File: config.mk
export PLATFORM = sky130hd
export DESIGN_NAME = ordered_slot_pool_allocator_flat
export DESIGN_NICKNAME = d
export VERILOG_FILES = /design/src/ospa_pkg.sv /design/src/ospa_req_if.sv /design/src/ospa_rsp_if.sv /design/src/ospa_cell.sv /design/src/ordered_slot_pool_allocator.sv /design/src/flat_wrapper.sv
export SDC_FILE = /design/constraint.sdc
export NUM_CORES = 1
export LEC_CHECK = 0
export ABC_AREA = 1
export BUFFER_PORTS_ARGS = -buffer_cell sky130_fd_sc_hd__buf_4
export CAP_MARGIN = 20
export CORE_ASPECT_RATIO = 0.6
export CORE_MARGIN = 5
export CORE_UTILIZATION = 40
export DETAILED_ROUTE_END_ITERATION = 8
export PLACE_DENSITY = 0.52
export RECOVER_POWER = 100
export SETUP_SLACK_MARGIN = 0.05
export SLEW_MARGIN = 10
export SYNTH_ARGS = -nofsm -noshare
export SYNTH_HDL_FRONTEND = slang
export SYNTH_SLANG_ARGS = --single-unit
File: constraint.sdc
create_clock -name clk -period 2.35 [get_ports clk]
set_clock_uncertainty 0.05 [all_clocks]
set_input_delay 0.1175 -clock clk [delete_from_list [all_inputs] [get_ports clk]]
set_output_delay 0.1175 -clock clk [all_outputs]
set_load 0.02 [all_outputs]
File: src/ospa_pkg.sv
package ospa_pkg;

  // Default pool size and the fixed field widths of the request and result.
  localparam int OSPA_POOL_SIZE = 32;
  localparam int SLOT_NUM_W     = 5;
  localparam int STATUS_W       = 2;

  typedef enum logic {
    OP_ALLOC   = 1'b0,
    OP_RELEASE = 1'b1
  } op_t;

  typedef enum logic [STATUS_W-1:0] {
    ST_OK        = 2'd0,
    ST_EMPTY     = 2'd1,
    ST_NOT_FOUND = 2'd2
  } status_t;

  typedef enum logic [1:0] {
    FSM_IDLE   = 2'd0,
    FSM_SEARCH = 2'd1,
    FSM_APPLY  = 2'd2
  } fsm_t;

  // Command broadcast to every cell of the row.
  typedef enum logic [2:0] {
    CMD_HOLD    = 3'd0,
    CMD_ALLOC   = 3'd1,
    CMD_LATCH   = 3'd2,
    CMD_SHIFT   = 3'd3,
    CMD_RELEASE = 3'd4
  } cell_cmd_t;

  typedef struct packed {
    cell_cmd_t             cmd;
    logic [SLOT_NUM_W-1:0] want;
  } cell_ctrl_t;

endpackage

File: src/ospa_req_if.sv
interface ospa_req_if;
  import ospa_pkg::*;

  logic                  valid;
  logic                  ready;
  logic                  op;
  logic [SLOT_NUM_W-1:0] slot_number;

  modport source (output valid, output op, output slot_number, input ready);
  modport sink   (input valid, input op, input slot_number, output ready);

endinterface

File: src/ospa_rsp_if.sv
interface ospa_rsp_if;
  import ospa_pkg::*;

  logic                  valid;
  logic                  ready;
  logic [SLOT_NUM_W-1:0] granted_slot;
  logic [STATUS_W-1:0]   status;

  modport source (output valid, output granted_slot, output status, input ready);
  modport sink   (input valid, input granted_slot, input status, output ready);

endinterface

File: src/ospa_cell.sv
module ospa_cell #(
  parameter int POOL_SIZE = ospa_pkg::OSPA_POOL_SIZE,
  parameter int INDEX     = 0,
  parameter int IDX_W     = $clog2(POOL_SIZE)
) (
  input  logic                clk,
  input  logic                rst,
  input  ospa_pkg::cell_ctrl_t ctrl,
  input  logic [IDX_W-1:0]    head_slot,
  input  logic [IDX_W-1:0]    up_slot,
  input  logic                up_free,
  input  logic                up_below,
  input  logic [IDX_W-1:0]    dn_slot,
  input  logic                dn_free,
  output logic [IDX_W-1:0]    slot,
  output logic                free,
  output logic                below
);
  import ospa_pkg::*;

  localparam int CMP_W = (IDX_W > SLOT_NUM_W) ? IDX_W : SLOT_NUM_W;

  logic [IDX_W-1:0] slot_next;
  logic             free_next;
  logic             below_next;
  logic [CMP_W-1:0] slot_ext;
  logic [CMP_W-1:0] want_ext;

  assign slot_ext = CMP_W'(slot);
  assign want_ext = CMP_W'(ctrl.want);

  always_comb begin
    slot_next  = slot;
    free_next  = free;
    below_next = below;
    unique case (ctrl.cmd)
      CMD_ALLOC: begin
        // The free part slides down by one; its top takes the old head.
        if (free) begin
          slot_next = up_free ? up_slot : head_slot;
          free_next = up_free;
        end
      end
      CMD_LATCH: begin
        below_next = !free && (slot_ext == want_ext);
      end
      CMD_SHIFT: begin
        below_next = below | up_below;
      end
      CMD_RELEASE: begin
        // Cells from the free boundary up to the hit slide up by one; the
        // boundary cell takes the released slot as the new free tail.
        if (below && !free) begin
          slot_next = dn_free ? want_ext[IDX_W-1:0] : dn_slot;
        end
        free_next  = free | dn_free;
        below_next = 1'b0;
      end
      CMD_HOLD: begin
      end
      default: begin
      end
    endcase
  end

  always_ff @(posedge clk) begin
    if (rst) begin
      slot  <= IDX_W'(INDEX);
      free  <= 1'b1;
      below <= 1'b0;
    end else begin
      slot  <= slot_next;
      free  <= free_next;
      below <= below_next;
    end
  end

endmodule

File: src/ordered_slot_pool_allocator.sv
// Ordered slot pool allocator. The pool of POOL_SIZE slots lives in a row of
// cells, one slot number per cell. The low cells hold the free list in order,
// head in cell 0, and the cells above them hold the active list in reverse
// order, tail next to the free part. After reset every slot is free, in order
// 0 to POOL_SIZE-1. An allocate request is done in the cycle it is taken: the
// free head is granted and the free part slides down one cell, so the head
// becomes the new active tail. A release has a latch step in which every
// active cell compares its slot with the named one, a search in which the hit
// mark ripples one cell per cycle toward cell 0, and an apply step in which
// the cells between the free boundary and the hit slide up so that the
// released slot lands as the free tail; apply waits while the output
// register is full. The result is written into an output register on the
// last edge of the request and is offered from the next cycle, and a new
// request is taken in the same cycle in which the previous result is taken.
// A pool with nothing free answers an allocate with status empty; a
// release of a slot that is not active answers status not found and changes
// nothing. granted_slot is zero on every result that is not a successful
// allocation and carries the low five bits of the slot number.
module ordered_slot_pool_allocator #(
  parameter int POOL_SIZE = ospa_pkg::OSPA_POOL_SIZE
) (
  input logic        clk,
  input logic        rst,
  ospa_req_if.sink   req,
  ospa_rsp_if.source rsp
);
  import ospa_pkg::*;

  localparam int IDX_W = $clog2(POOL_SIZE);
  localparam int CMP_W = (IDX_W > SLOT_NUM_W) ? IDX_W : SLOT_NUM_W;
  localparam int CNT_W = $clog2(POOL_SIZE);

  fsm_t                  state;
  fsm_t                  state_next;
  logic [CNT_W-1:0]      cnt;
  logic [CNT_W-1:0]      cnt_next;
  logic [SLOT_NUM_W-1:0] want;
  logic [SLOT_NUM_W-1:0] want_next;

  logic                  out_valid;
  logic                  out_valid_next;
  logic [SLOT_NUM_W-1:0] out_granted;
  logic [SLOT_NUM_W-1:0] out_granted_next;
  status_t               out_status;
  status_t               out_status_next;

  cell_ctrl_t            ctrl;
  logic                  accept;
  logic                  out_free;
  logic [CMP_W-1:0]      head_ext;

  logic [IDX_W-1:0]      slot_arr [POOL_SIZE];
  logic [POOL_SIZE-1:0]  free_vec;
  logic [POOL_SIZE-1:0]  below_vec;

  // The output register is free when it is empty or being emptied now.
  assign out_free  = !out_valid || rsp.ready;
  assign req.ready = (state == FSM_IDLE) && out_free;
  assign accept    = req.valid && req.ready;
  assign head_ext  = CMP_W'(slot_arr[0]);

  assign rsp.valid        = out_valid;
  assign rsp.granted_slot = out_granted;
  assign rsp.status       = out_status;

  // Row of cells. Cell 0 sees an always-free cell below it, and the top
  // cell sees an active cell with no mark above it.
  for (genvar i = 0; i < POOL_SIZE; i++) begin : g_cell
    logic [IDX_W-1:0] up_slot;
    logic             up_free;
    logic             up_below;
    logic [IDX_W-1:0] dn_slot;
    logic             dn_free;

    if (i == POOL_SIZE - 1) begin : g_top
      assign up_slot  = '0;
      assign up_free  = 1'b0;
      assign up_below = 1'b0;
    end else begin : g_mid_up
      assign up_slot  = slot_arr[i+1];
      assign up_free  = free_vec[i+1];
      assign up_below = below_vec[i+1];
    end

    if (i == 0) begin : g_bottom
      assign dn_slot = '0;
      assign dn_free = 1'b1;
    end else begin : g_mid_dn
      assign dn_slot = slot_arr[i-1];
      assign dn_free = free_vec[i-1];
    end

    ospa_cell #(
      .POOL_SIZE (POOL_SIZE),
      .INDEX     (i),
      .IDX_W     (IDX_W)
    ) u_cell (
      .clk       (clk),
      .rst       (rst),
      .ctrl      (ctrl),
      .head_slot (slot_arr[0]),
      .up_slot   (up_slot),
      .up_free   (up_free),
      .up_below  (up_below),
      .dn_slot   (dn_slot),
      .dn_free   (dn_free),
      .slot      (slot_arr[i]),
      .free      (free_vec[i]),
      .below     (below_vec[i])
    );
  end

  always_ff @(posedge clk) begin
    if (rst) begin
      state <= FSM_IDLE;
    end else begin
      state <= state_next;
    end
  end

  always_comb begin
    state_next       = state;
    cnt_next         = cnt;
    want_next        = want;
    out_valid_next   = out_valid && !rsp.ready;
    out_granted_next = out_granted;
    out_status_next  = out_status;
    ctrl.cmd         = CMD_HOLD;
    ctrl.want        = want;
    unique case (state)
      FSM_IDLE: begin
        if (accept) begin
          out_granted_next = '0;
          if (req.op == OP_ALLOC) begin
            out_valid_next = 1'b1;
            if (free_vec[0]) begin
              ctrl.cmd         = CMD_ALLOC;
              out_granted_next = head_ext[SLOT_NUM_W-1:0];
              out_status_next  = ST_OK;
            end else begin
              out_status_next = ST_EMPTY;
            end
          end else begin
            ctrl.cmd   = CMD_LATCH;
            ctrl.want  = req.slot_number;
            want_next  = req.slot_number;
            cnt_next   = '0;
            state_next = FSM_SEARCH;
          end
        end
      end
      FSM_SEARCH: begin
        ctrl.cmd = CMD_SHIFT;
        if (cnt == CNT_W'(POOL_SIZE - 2)) begin
          state_next = FSM_APPLY;
        end else begin
          cnt_next = cnt + 1'b1;
        end
      end
      FSM_APPLY: begin
        // Cell 0 now holds the OR of all hit marks.
        if (out_free) begin
          ctrl.cmd         = below_vec[0] ? CMD_RELEASE : CMD_HOLD;
          out_valid_next   = 1'b1;
          out_granted_next = '0;
          out_status_next  = below_vec[0] ? ST_OK : ST_NOT_FOUND;
          state_next       = FSM_IDLE;
        end
      end
      default: begin
        state_next = FSM_IDLE;
      end
    endcase
  end

  always_ff @(posedge clk) begin
    if (rst) begin
      out_valid <= 1'b0;
    end else begin
      out_valid <= out_valid_next;
    end
    cnt         <= cnt_next;
    want        <= want_next;
    out_granted <= out_granted_next;
    out_status  <= out_status_next;
  end

  // The free cells always form a contiguous run starting at cell 0.
  logic [POOL_SIZE:0] free_ext;
  assign free_ext = {1'b0, free_vec};

  a_free_thermometer: assert property (@(posedge clk) disable iff (rst)
    (free_ext & (free_ext + (POOL_SIZE+1)'(1))) == '0)
    else $error("free cells are not contiguous from cell 0");

  // Slot numbers are unique, so at most one cell can match a release.
  a_single_hit: assert property (@(posedge clk) disable iff (rst)
    (state == FSM_SEARCH && cnt == '0) |-> $onehot0(below_vec))
    else $error("more than one cell matched the released slot");

  a_alloc_result: assert property (@(posedge clk) disable iff (rst)
    (accept && req.op == OP_ALLOC) |=> out_valid)
    else $error("allocate request produced no result");

  a_empty_status: assert property (@(posedge clk) disable iff (rst)
    (accept && req.op == OP_ALLOC && !free_vec[0]) |=>
      (out_status == ST_EMPTY && out_granted == '0))
    else $error("allocate on an empty pool did not report empty");

  a_release_idle: assert property (@(posedge clk) disable iff (rst)
    (state == FSM_APPLY && out_free) |=> (state == FSM_IDLE && out_valid))
    else $error("release did not finish after its apply cycle");

endmodule
File: src/flat_wrapper.sv
// flat-port wrapper written by rule: the top's interface ports become plain ports
module ordered_slot_pool_allocator_flat import ospa_pkg::*;
#(
  parameter int POOL_SIZE = ospa_pkg::OSPA_POOL_SIZE
)
  (clk, rst, req_valid, req_op, req_slot_number, req_ready, rsp_valid, rsp_granted_slot, rsp_status, rsp_ready);
  ospa_req_if req_i ();
  ospa_rsp_if rsp_i ();
  input logic clk;
  input logic rst;
  input wire logic [$bits(req_i.valid)-1:0] req_valid;
  input wire logic [$bits(req_i.op)-1:0] req_op;
  input wire logic [$bits(req_i.slot_number)-1:0] req_slot_number;
  output wire logic [$bits(req_i.ready)-1:0] req_ready;
  output wire logic [$bits(rsp_i.valid)-1:0] rsp_valid;
  output wire logic [$bits(rsp_i.granted_slot)-1:0] rsp_granted_slot;
  output wire logic [$bits(rsp_i.status)-1:0] rsp_status;
  input wire logic [$bits(rsp_i.ready)-1:0] rsp_ready;
  assign req_i.valid = req_valid;
  assign req_i.op = req_op;
  assign req_i.slot_number = req_slot_number;
  assign req_ready = req_i.ready;
  assign rsp_valid = rsp_i.valid;
  assign rsp_granted_slot = rsp_i.granted_slot;
  assign rsp_status = rsp_i.status;
  assign rsp_i.ready = rsp_ready;
  ordered_slot_pool_allocator #(.POOL_SIZE(POOL_SIZE)) u_core (.clk(clk), .rst(rst), .req(req_i), .rsp(rsp_i));
endmodule
==> impl_metrics.csv <==
group,metric,value,unit
die,fp.dieW,283,um
min_path,min-delay-start,"req_valid",
layout,diodes,0,
yosys,ys_ff_latch,244,
place,dp_hpwl,53100,um
sta,finalCritPeriodShare,94.4,%
clocking,cts_root_buf,"clkbuf_16",
worst_setup_path,path_buf_inv,5,
worst_setup_path,required,2.76,ns
worst_setup_path,cp_slowest_cell,"nor3_4",
worst_setup_path,crit_arrival,2.63,ns
yosys,yosysWarnings,0,
sta,setup_viol,0,
detailed_routing,drtPass1Iterations,6,
yosys,syn_inst,2975,
yosys,synth_cell_types,33,
power_and_ir_drop,peakVddDrop,0.000386,V
clocking,clkSinkCount,244,
place,placed_cell_area,19300,um2
sta,maxSlewViolCount,0,
clocking,path_clk_slew,0.08,ns
sta,max-slew-margin-rel,14.9,%
worst_setup_path,r2r_end,"u_core.g_cell[28].u_cell.slot[2]",
worst_setup_path,reg2reg_from,"u_core.state[0]",
power_and_ir_drop,power_leakage,0.00999,uW
worst_setup_path,path_cells,"inv_1 -> nand2_1 -> inv_2 -> nand3_4 -> inv_4 -> nor2_4 -> buf_4 -> nor3_4 -> inv_1 -> nand2_1 -> nand3_1",
global_route,grt_pass1_vias,18300,
worst_setup_path,cp_max_fo,7,
clocking,cts_tree,"done",
place,gp_congestion,0.930,
sta,setup_slack,0.131,ns
global_route,grt_util_all_layers,30.9,%
worst_setup_path,r2r_cells,11,
worst_setup_path,critPathCaptureType,"register",
sta,worst_slew_pin_slew,1.28,ns
layout,layout_commonest_cell,"nand2_1",
detailed_routing,wire_per_inst,22.1,um
clocking,htreeDepth,1,
sta,fmax,0.451,GHz
worst_setup_path,cp_num_cells,11,
yosys,synth_area,17900,um2
sta,rsz0062_at_grt,"yes",
detailed_routing,vias,20800,
layout,area_growth_syn_to_layout,13.7,%
worst_setup_path,regToRegSetupSlack,0.13,ns
place,place_ws,0.149,ns
die,die_h,174,um
sta,final.setup.tns,0,ns
run,cap_violations,0,
worst_setup_path,worst-setup-path-type,"register to register",
yosys,synth.net_count,2987,
power_and_ir_drop,p_total,13800,uW
yosys,seq_area_frac_synth,28.2,%
min_path,hold_end,"u_core.want[2]",
die,pin_count,19,
clocking,numCtsBuffers,28,
global_route,grt_max_degree,63,
worst_setup_path,cp_top_family,"simple AND/OR/NAND/NOR gates",
worst_setup_path,slowest_delay,0.34,ns
layout,drive_above_1_share,8.98,%
detailed_routing,dr.first_iter.drc_count,2641,
yosys,avgSynthCellArea,6.02,um2
die,rows,60,
power_and_ir_drop,p_per_area,676,nW/um2
detailed_routing,antenna_left,0,
global_route,grt_pass1_wl,119000,um
die,die_area,49200,um2
global_route,antenna_found_initial,1,
status,outcome,"completed",
clocking,clockBufferDepth,3,
die,coreArea,44500,um2
global_route,grt_overflow_total,0,
clocking,clkLatencyLatePin,0.59,ns
layout,mostFrequentLayoutCells,"nand2_1 (932), nand3_1 (342), inv_1 (332)",
layout,final_nets,2986,
layout,fillers,4770,
min_path,hold_path.class,"primary input to register",
detailed_routing,post-route-drc-count,0,
sta,period_needed,2.22,ns
place,place.port_buffers,18,
min_path,holdPathStages,3,
detailed_routing,routed_wl,79200,um
sta,finalHoldViolCount,0,
layout,fin_area,20400,um2
worst_setup_path,cp-start-kind,"register",
die,start_util,40.2,%
detailed_routing,avgViaCountPerCell,5.80,
-- per-stage QoR --
stage                     std cells  util (%)  hold WS, ns
after global placement         3518      43.5        0.403
final                          3585      45.8        0.170
after detailed placement       3518      43.5        0.407
after floorplan                2975         -        0.271
after CTS                      3583      45.9        0.170
after global routing           3585      45.8        0.194
-- flip-flops by register name, summed over array words and instances (netlist names) --
name	count
u_core.g_cell.u_cell.slot	160
u_core.g_cell.u_cell.below	32
u_core.g_cell.u_cell.free	32
u_core.cnt	5
u_core.rsp.granted_slot	5
u_core.want	5
u_core.rsp.status	2
u_core.state	2
u_core.rsp.valid	1
-- routing by layer --
metal	wire (um)	GRT usage, %	part of all wire [%]
met1	37200	47.9	47
met2	30600	42.3	39
met3	9330	7.99	12
met4	2130	6.63	2.7
met5	0	0	0
-- cell families (layout without fill, tap and decap cells) --
| group | Yosys count | after routing | synth area share [%] |
|---|---|---|---|
| compound gates | 662 | 662 | 22.9 |
| xor+xnor | 3 | 3 | 0.147 |
| fa+ha+maj | 2 | 2 | 0.140 |
| buf+inv | 578 | 599 | 12.8 |
| flops | 244 | 244 | 28.2 |
| simple gates | 1486 | 1486 | 35.8 |
-- worst reg2reg max path: stages, from the launching register on --
cell     delay [ns]
dfxtp_1        0.33
inv_1          0.10
nand2_1        0.14
inv_2          0.11
nand3_4        0.17
inv_4          0.18
nor2_4         0.07
buf_4          0.21
nor3_4         0.34
inv_1          0.20
nand2_1        0.10
nand3_1        0.08
-- Yosys cell counts, drive strengths merged --
cell type | instances | area, um2
xor2 | 2 | 17.5
nand3b | 5 | 37.5
ha | 2 | 25.0
nor2 | 160 | 628
a21oi | 173 | 870
nand2 | 944 | 3570
xnor2 | 1 | 8.76
o211ai | 296 | 2220
clkinv | 12 | 45.0
clkbuf | 137 | 515
inv | 347 | 1310
o21ai | 179 | 896
nand3 | 347 | 1760
o221ai | 14 | 123
buf | 82 | 423
nand4 | 2 | 12.5
nor3 | 27 | 389
edfxtp | 17 | 510
dfxtp | 227 | 4540
or2 | 1 | 6.26
-- power by group --
group / internal, uW / switching (uW)
sequential: 4550 / 432
clock: 2690 / 1990
combinational: 1330 / 2790
-- how the worst max path moves through the flow --
stage / from / end / slack, ns
after floorplan: u_core.rsp.valid / u_core.g_cell[23].u_cell.slot[0] / 0.47
after global placement: u_core.state[0] / u_core.g_cell[21].u_cell.slot[0] / 0.23
after detailed placement: u_core.state[0] / u_core.g_cell[18].u_cell.slot[4] / 0.15
after CTS: u_core.state[1] / u_core.g_cell[18].u_cell.slot[4] / 0.12
after global routing: req_op / u_core.g_cell[1].u_cell.below / 0.02
final: u_core.state[0] / u_core.g_cell[28].u_cell.slot[2] / 0.13
-- area by class of cell --
type                       instances  area (um2)  area share, %
inverter                         359        1360           6.66
tap                              589         737           3.62
clock inverter                    10         103          0.504
timing repair buffer             188        1680           8.26
sequential                       244        5050           24.8
clock buffer                      42         845           4.15
multi-input combinational       2153       10600           52.0
-- what timing repair did --
item / CTS / global route
endpoints found under the hold margin: 25 / 0
resized for setup: 0 / 14
setup buffers: 0 / 2
endpoints found under the setup margin: 0 / 78
hold buffers: 13 / 0
No activity file was read; power rests on OpenSTA's default activity.
